<file path="src/design/bfm_pkg.sv">
`timescale 1ns / 1ps

package bfm_pkg;

  // Default sizes of the matcher.
  localparam int unsigned MaxErrorsLimitDef = 7;
  localparam int unsigned PatternMaxDef     = 31;
  localparam int unsigned PositionBitsDef   = 16;

  // Pattern storage in the register file is fixed at 32 bytes.
  localparam int unsigned PatBytes   = 32;
  localparam int unsigned PatWordW   = 64;
  localparam int unsigned LenW       = 5;
  localparam int unsigned ErrW       = 3;
  localparam int unsigned PosOutW    = 16;
  localparam int unsigned CfgIdxW    = 3;
  localparam int unsigned CfgDataW   = 64;

  // Register indexes of the configuration port.
  localparam logic [CfgIdxW-1:0] CFG_PATTERN_LENGTH = 3'd0;
  localparam logic [CfgIdxW-1:0] CFG_MAX_ERRORS     = 3'd1;
  localparam logic [CfgIdxW-1:0] CFG_PATTERN_LO     = 3'd2;
  localparam logic [CfgIdxW-1:0] CFG_PATTERN_MID    = 3'd3;
  localparam logic [CfgIdxW-1:0] CFG_PATTERN_HIGH   = 3'd4;
  localparam logic [CfgIdxW-1:0] CFG_PATTERN_TOP    = 3'd5;

  typedef struct packed {
    logic [7:0] text_byte;
    logic       start_of_text;
    logic       end_of_text;
  } bfm_in_t;

  typedef struct packed {
    logic               found;
    logic [PosOutW-1:0] position;
  } bfm_out_t;

  // Control handed to every cell of the row chain.
  typedef struct packed {
    logic restart;  // request carries start of text: cells begin from the reset row
    logic advance;  // cells take their new row value
  } bfm_step_t;

endpackage

</file>
<file path="src/design/bfm_match_mask.sv">
`timescale 1ns / 1ps

module bfm_match_mask import bfm_pkg::*; #(
  parameter int unsigned RowW = PatternMaxDef + 1
) (
  input  logic [7:0]            text_byte_i,
  input  logic [PatBytes*8-1:0] pattern_i,
  input  logic [LenW-1:0]       length_i,
  input  logic                  usable_i,
  output logic [RowW-1:0]       mask_o
);

  localparam int unsigned MaskW = (RowW < PatBytes) ? RowW : PatBytes;

  // One byte comparator per pattern position, all in parallel.
  for (genvar i = 0; i < RowW; i++) begin : g_bit
    if (i < MaskW) begin : g_cmp
      assign mask_o[i] = usable_i && (32'(i) < 32'(length_i)) &&
                         (pattern_i[i*8 +: 8] == text_byte_i);
    end else begin : g_zero
      assign mask_o[i] = 1'b0;
    end
  end

endmodule

</file>
<file path="src/design/bfm_cell.sv">
`timescale 1ns / 1ps

module bfm_cell import bfm_pkg::*; #(
  parameter int unsigned RowW = PatternMaxDef + 1
) (
  input  logic            clk_i,
  input  logic            rst_ni,
  input  bfm_step_t       step_i,
  input  logic [RowW-1:0] mask_i,
  input  logic [RowW-1:0] prev_old_i,
  input  logic [RowW-1:0] prev_new_i,
  output logic [RowW-1:0] row_old_o,
  output logic [RowW-1:0] row_new_o
);

  logic [RowW-1:0] row_q;
  logic [RowW-1:0] row_cur;
  logic [RowW-1:0] hit;
  logic [RowW-1:0] ins_v;
  logic [RowW-1:0] del_v;
  logic [RowW-1:0] sub_v;

  // A new text starts every row with only the empty prefix matched.
  assign row_cur = step_i.restart ? RowW'(1) : row_q;
  assign hit     = row_cur & mask_i;
  assign ins_v   = prev_old_i | (hit << 1);
  assign del_v   = (prev_new_i | hit) << 1;
  assign sub_v   = (prev_old_i | hit) << 1;

  assign row_old_o = row_cur;
  assign row_new_o = ins_v | del_v | sub_v | RowW'(1);

  always_ff @(posedge clk_i or negedge rst_ni) begin
    if (!rst_ni) begin
      row_q <= RowW'(1);
    end else if (step_i.advance) begin
      row_q <= row_new_o;
    end
  end

endmodule

</file>
<file path="src/design/bitap_fuzzy_match_core.sv">
`timescale 1ns / 1ps

// Approximate string matcher (bitap with insertions, deletions, substitutions).
// Input channel: one text byte per request with start and end markers; a start
// marker clears the error rows, the byte counter and the done flag first.
// Output channel: at most one result per text, either the byte index where the
// first match within the error limit ends, or not found at the end of text.
// After a result the rest of the text is consumed without results.
// Configuration is a plain write port (pattern length, error limit, four
// pattern words) and must only be written while the block is idle.
// Throughput is one byte per cycle while the receiver keeps up: the row chain
// updates all error levels together, one cell per level. The result is
// registered and appears in the cycle after its request is accepted. The input
// keeps flowing while a result waits, as long as the output register is free or
// being drained; a stalled receiver holding a result stalls the input.
// Reset clears the configuration to zero, which never matches, and puts each
// row at the reset value. No clearing pass is needed after reset.
module bitap_fuzzy_match_core import bfm_pkg::*; #(
  parameter int unsigned MaxErrorsLimit = MaxErrorsLimitDef,
  parameter int unsigned PatternMax     = PatternMaxDef,
  parameter int unsigned PositionBits   = PositionBitsDef
) (
  input  logic                clk_i,
  input  logic                rst_ni,
  input  logic                cfg_we_i,
  input  logic [CfgIdxW-1:0]  cfg_idx_i,
  input  logic [CfgDataW-1:0] cfg_wdata_i,
  input  logic                in_valid_i,
  output logic                in_ready_o,
  input  bfm_in_t             in_data_i,
  output logic                out_valid_o,
  input  logic                out_ready_i,
  output bfm_out_t            out_data_o
);

  localparam int unsigned RowW = PatternMax + 1;
  localparam int unsigned Rows = MaxErrorsLimit + 1;

  // Configuration registers
  logic [LenW-1:0]       len_q;
  logic [ErrW-1:0]       max_err_q;
  logic [PatBytes*8-1:0] pattern_q;

  always_ff @(posedge clk_i or negedge rst_ni) begin
    if (!rst_ni) begin
      len_q     <= '0;
      max_err_q <= '0;
      pattern_q <= '0;
    end else if (cfg_we_i) begin
      case (cfg_idx_i)
        CFG_PATTERN_LENGTH: len_q <= cfg_wdata_i[LenW-1:0];
        CFG_MAX_ERRORS:     max_err_q <= cfg_wdata_i[ErrW-1:0];
        CFG_PATTERN_LO:     pattern_q[0*PatWordW +: PatWordW] <= cfg_wdata_i;
        CFG_PATTERN_MID:    pattern_q[1*PatWordW +: PatWordW] <= cfg_wdata_i;
        CFG_PATTERN_HIGH:   pattern_q[2*PatWordW +: PatWordW] <= cfg_wdata_i;
        CFG_PATTERN_TOP:    pattern_q[3*PatWordW +: PatWordW] <= cfg_wdata_i;
        default: ;
      endcase
    end
  end

  // Text state
  logic                    done_q;
  logic [PositionBits-1:0] pos_q;
  logic                    out_valid_q;
  bfm_out_t                out_q;

  logic                    in_acc;
  logic                    done_cur;
  logic [PositionBits-1:0] pos_cur;
  logic                    active;
  logic                    usable;
  logic                    hit;
  logic                    res_fire;
  logic [ErrW-1:0]         k_amt;
  logic [Rows-1:0]         k_onehot;
  logic [RowW-1:0]         len_onehot;
  logic [RowW-1:0]         mask;
  logic [Rows-1:0]         match_bits;
  logic [RowW-1:0]         row_old [Rows];
  logic [RowW-1:0]         row_new [Rows];
  bfm_step_t               step;

  assign in_ready_o = !out_valid_q || out_ready_i;
  assign in_acc     = in_valid_i && in_ready_o;

  assign done_cur = in_data_i.start_of_text ? 1'b0 : done_q;
  assign pos_cur  = in_data_i.start_of_text ? '0 : pos_q;
  assign active   = in_acc && !done_cur;

  assign step.restart = in_acc && in_data_i.start_of_text;
  assign step.advance = active;

  assign usable = (len_q != '0) && (32'(len_q) <= 32'(PatternMax));

  bfm_match_mask #(
    .RowW (RowW)
  ) u_mask (
    .text_byte_i (in_data_i.text_byte),
    .pattern_i   (pattern_q),
    .length_i    (len_q),
    .usable_i    (usable),
    .mask_o      (mask)
  );

  for (genvar d = 0; d < Rows; d++) begin : g_cell
    logic [RowW-1:0] prev_old;
    logic [RowW-1:0] prev_new;

    if (d == 0) begin : g_first
      assign prev_old = '0;
      assign prev_new = '0;
    end else begin : g_next
      assign prev_old = row_old[d-1];
      assign prev_new = row_new[d-1];
    end

    bfm_cell #(
      .RowW (RowW)
    ) u_cell (
      .clk_i      (clk_i),
      .rst_ni     (rst_ni),
      .step_i     (step),
      .mask_i     (mask),
      .prev_old_i (prev_old),
      .prev_new_i (prev_new),
      .row_old_o  (row_old[d]),
      .row_new_o  (row_new[d])
    );

    assign match_bits[d] = |(row_new[d] & len_onehot);
  end

  // Error limits beyond the number of rows fall back to the last row.
  assign k_amt      = (32'(max_err_q) > 32'(MaxErrorsLimit)) ? ErrW'(MaxErrorsLimit)
                                                             : max_err_q;
  assign k_onehot   = Rows'(1) << k_amt;
  assign len_onehot = RowW'(1) << len_q;
  assign hit        = usable && |(match_bits & k_onehot);
  assign res_fire   = active && (hit || in_data_i.end_of_text);

  always_ff @(posedge clk_i or negedge rst_ni) begin
    if (!rst_ni) begin
      done_q      <= 1'b0;
      pos_q       <= '0;
      out_valid_q <= 1'b0;
    end else begin
      if (in_acc) begin
        done_q <= done_cur || res_fire;
        if (!done_cur) begin
          pos_q <= (pos_cur != '1) ? pos_cur + PositionBits'(1) : pos_cur;
        end else begin
          pos_q <= pos_cur;
        end
      end
      if (res_fire) begin
        out_valid_q <= 1'b1;
      end else if (out_ready_i) begin
        out_valid_q <= 1'b0;
      end
    end
  end

  always_ff @(posedge clk_i) begin
    if (res_fire) begin
      out_q.found    <= hit;
      out_q.position <= hit ? PosOutW'(pos_cur) : '0;
    end
  end

  assign out_valid_o = out_valid_q;
  assign out_data_o  = out_q;

`ifndef SYNTHESIS
  a_result_sets_done: assert property (@(posedge clk_i) disable iff (!rst_ni)
    res_fire |=> done_q)
    else $error("result issued without marking the text as done");

  a_done_holds_position: assert property (@(posedge clk_i) disable iff (!rst_ni)
    in_acc && done_q && !in_data_i.start_of_text |=> $stable(pos_q) && done_q)
    else $error("byte counter moved after the text was done");

  a_not_found_zero: assert property (@(posedge clk_i) disable iff (!rst_ni)
    out_valid_q && !out_q.found |-> out_q.position == '0)
    else $error("not found result carries a nonzero position");

  a_row_base_set: assert property (@(posedge clk_i) disable iff (!rst_ni)
    row_old[0][0] && row_new[Rows-1][0])
    else $error("empty prefix bit lost in the row chain");
`endif

endmodule

</file>
<file path="config.mk">
export PLATFORM = sky130hd
export DESIGN_NAME = bitap_fuzzy_match_core
export DESIGN_NICKNAME = d
export VERILOG_FILES = /design/src/design/bfm_pkg.sv /design/src/design/bfm_match_mask.sv /design/src/design/bfm_cell.sv /design/src/design/bitap_fuzzy_match_core.sv
export SDC_FILE = /design/constraint.sdc
export NUM_CORES = 1
export LEC_CHECK = 0
export BUFFER_PORTS_ARGS = -buffer_cell sky130_fd_sc_hd__buf_2
export CAP_MARGIN = 20
export CORE_ASPECT_RATIO = 0.9
export CORE_MARGIN = 3
export CORE_UTILIZATION = 60
export CTS_CLUSTER_DIAMETER = 60
export DETAILED_ROUTE_END_ITERATION = 10
export PLACE_DENSITY_LB_ADDON = 0.25
export SETUP_SLACK_MARGIN = 0.15
export SLEW_MARGIN = 10
export SYNTH_ARGS = -nofsm -noshare
export SYNTH_HDL_FRONTEND = slang
export SYNTH_HIERARCHICAL = 1
export SYNTH_SLANG_ARGS = --single-unit
</file>
<file path="constraint.sdc">
create_clock -name clk_i -period 11.6 [get_ports clk_i]
set_input_delay 2.32 -clock clk_i [delete_from_list [all_inputs] [get_ports clk_i]]
set_output_delay 2.32 -clock clk_i [all_outputs]
set_load 0.02 [all_outputs]
</file>
==> results.toml <==
[synth]
synth.cell_area_sq_um = 33500
synth-warning-count = 6
syn_inst = 3058
post_synth.cell_area_avg_sq_um = 11.0

[worst_setup_path]
timing.critical_path.arrival_ns = 11.39
timing.reg2reg.worst_path_depth = 24
worstSetupEndpointType = "flip-flop"
setup.worst_path.start_class = "input port"
worst-r2r-setup-slack_ns = 1.13
regToRegEndpoint = "out_data_o[10]"
cp_max_fo = 50
timing.critical_path.required_ns = 11.96
timing.rr.start = "len_q[2]"
critical_path_class = "input port to flip-flop"

[detailed_routing]
drtIter0Drc = 3520
wl_um = 118000
route.vias.total = 28200
route.met2.wl_um = 51700
viasPerCell = 6.93
wl_met1_um = 49800
ant_nets = 0
route.detailed.wl_per_inst_um = 28.9
topRoutingLayerUsed = "met5"
drtPass1Iterations = 5
post-route-drc-count = 0
met3_length_um = 11000

[layout]
layout_cells_sized_above_1_pct = 19.9
seq_area_sq_um = 13500
layout_area_growth_over_synthesis_pct = 12.0
final.fill_count = 4068
num-nets-final = 3360
multi_input_gate_area_in_the_final_layout_sq_um = 19600
fin_util_pct = 68.5

[min_path]
min_to = "g_cell[3].u_cell/row_q[31]"
min_delay_path_depth = 1
worstHoldStart = "g_cell[3].u_cell/row_q[31]"
min_path_type = "flip-flop to flip-flop"

[sta]
max_freq_mhz = 90.7
maxSlewHeadroom_pct = 17.7
report.final.slew_viol_count = 0
skew_ns = 0.0897
period_share_pct = 95.1
setup_tns_ns = 0
grt_setup_unrepaired = "no"
worst_pin_slew_ns = 1.23
hold_viol = 0
finalSetupViolations = 0
period_minus_slack_ns = 11.03

[status]
status = "completed"

[global_routing]
grt_antenna_before_repair = 7
grt_use_total_pct = 39.8
grt_pass1_vias = 27700
largest_net_degree_at_the_start_of_global_routing = 255
grt_first_pass_wirelength_um = 177000
grt-ovfl-total = 0

[clock_network]
clock-sinks = 538
ctsHoldBuffers = 0
cts.repair.resized = 0
clock_latency_on_the_worst_skew_pair_ns = 0.69
cts_htree_levels = 2
cts.repair_timing.setup_buffer_count = 0
cts_made_buffers = 59
clock_tree.buffer_depth = 3
path_clk_slew_ns = 0.06
clock_tree.root_cell = "clkbuf_16"
cts_tree = "done"

[run]
drv_cap = 0

[floorplanning]
die-area_sq_um = 58700
die_w_um = 255
pin_count = 101
initial_utilization_pct = 61.1
placeableCoreArea_sq_um = 54800
row_count = 81
die_height_um = 230

[pwr]
largest_voltage_drop_on_the_vdd_net_v = 0.000164
total_leakage_power_nw = 13.9
power_density_nw_per_um2 = 160

[placed_design]
i_o_buffers = 100
gp_routability_congestion = 1.01
place_hpwl_um = 83600
==> layout make-up <==
class | count | share of cell area (%)
diodes | 4 | 0.0267
clock buffers | 80 | 4.55
clock inverters | 27 | 1.10
inverters | 9 | 0.110
multi-input cells | 2478 | 52.3
flip-flops and latches | 538 | 36.1
well taps | 747 | 2.49
repair buffers | 191 | 3.40
==> critical path, cell delays in order <==
cell and delay, ns:
buf_2 0.07, nand2b_1 0.14, and2_1 0.24, nand2_1 0.30
inv_8 0.27, buf_12 0.25, and3b_1 0.23, or4_1 0.51
or4_1 0.59, or4_1 0.65, or4_1 0.65, or4_1 0.66
or4_1 0.76, or4_1 0.78, or4_1 0.61, a22oi_1 0.30
o2111ai_1 0.14, or4_1 0.49, o31ai_1 0.22, o2111ai_1 0.34
buf_4 0.28, o21ai_4 0.40, nor3b_1 0.12
==> power breakdown <==
part / switching, mW / internal (mW) / total [mW] / leakage (nW)
logic: 0.992 / 0.611 / 1.60 / 7.20
registers: 0.196 / 2.15 / 2.34 / 5.66
clock network: 0.853 / 1.19 / 2.05 / 1.03
total: 2.04 / 3.95 / 5.99 / 13.9
==> metal layers <==
| metal | global-route usage [%] | vias to the layer above |
|---|---|---|
| met5 | 0 | - |
| met4 | 14.9 | 6 |
| met3 | 9.18 | 266 |
| met2 | 59.6 | 1419 |
| met1 | 56.3 | 14300 |
| li1 | - | 12200 |
==> worst max path at each step <==
stage                     start             end  slack (ns)  cells past startpoint
CTS                 out_ready_i  out_data_o[13]        0.73                     23
finish              out_ready_i  out_data_o[10]        0.57                     23
detailed placement  out_ready_i  out_data_o[10]        0.08                     23
global route        out_ready_i  out_data_o[14]        0.38                     24
global placement    out_ready_i  out_data_o[16]        0.09                     24
floorplan           out_ready_i   out_data_o[0]        0.88                     23
==> through the flow <==
stage	hold slack (ns)	instance area [sq um]	power (mW)	setup WS (ns)	cells
finish	0.505	37500	5.99	0.574	4074
global placement	0.482	35400	3.85	0.0914	3959
global route	0.517	37500	6.20	0.383	4074
CTS	0.503	37500	5.95	0.729	4067
detailed placement	0.490	35400	3.90	0.0823	3960
floorplan	0.451	34200	3.37	0.877	3247
==> cells in the final DEF, fill, tap and decap left out, types with 12 or more instances in the layout <==
| master | instances |
|---|---|
| clkbuf_8 | 13 |
| nor4_1 | 14 |
| a21oi_1 | 14 |
| edfxtp_1 | 17 |
| xor2_1 | 37 |
| buf_2 | 100 |
| nor3b_1 | 19 |
| or4b_1 | 239 |
| nand3_1 | 132 |
| o22a_1 | 239 |
| conb_1 | 198 |
| o21ai_0 | 15 |
| or4_1 | 252 |
| a22oi_1 | 18 |
| nor3_1 | 12 |
| a32oi_1 | 19 |
| nand2_1 | 48 |
| nor3_2 | 13 |
| and2_1 | 13 |
| dfrtp_1 | 521 |
| buf_4 | 82 |
| nand4_1 | 68 |
| and3_1 | 26 |
| mux2_2 | 268 |
| xnor2_1 | 224 |
| and3b_2 | 64 |
| and3b_1 | 183 |
| o211ai_1 | 12 |
| clkbuf_16 | 60 |
| nor2b_1 | 227 |
| nor2_1 | 17 |
==> sequential cells by signal, indices dropped and copies added, names as in the netlist <==
| register | count |
|---|---|
| pattern_q | 248 |
| g_cell.u_cell/row_q | 247 |
| out_data_o | 17 |
| pos_q | 16 |
| len_q | 5 |
| k_amt | 3 |
| done_q | 1 |
| out_valid_o | 1 |
Note: power is estimated with default switching activity, not from simulation.
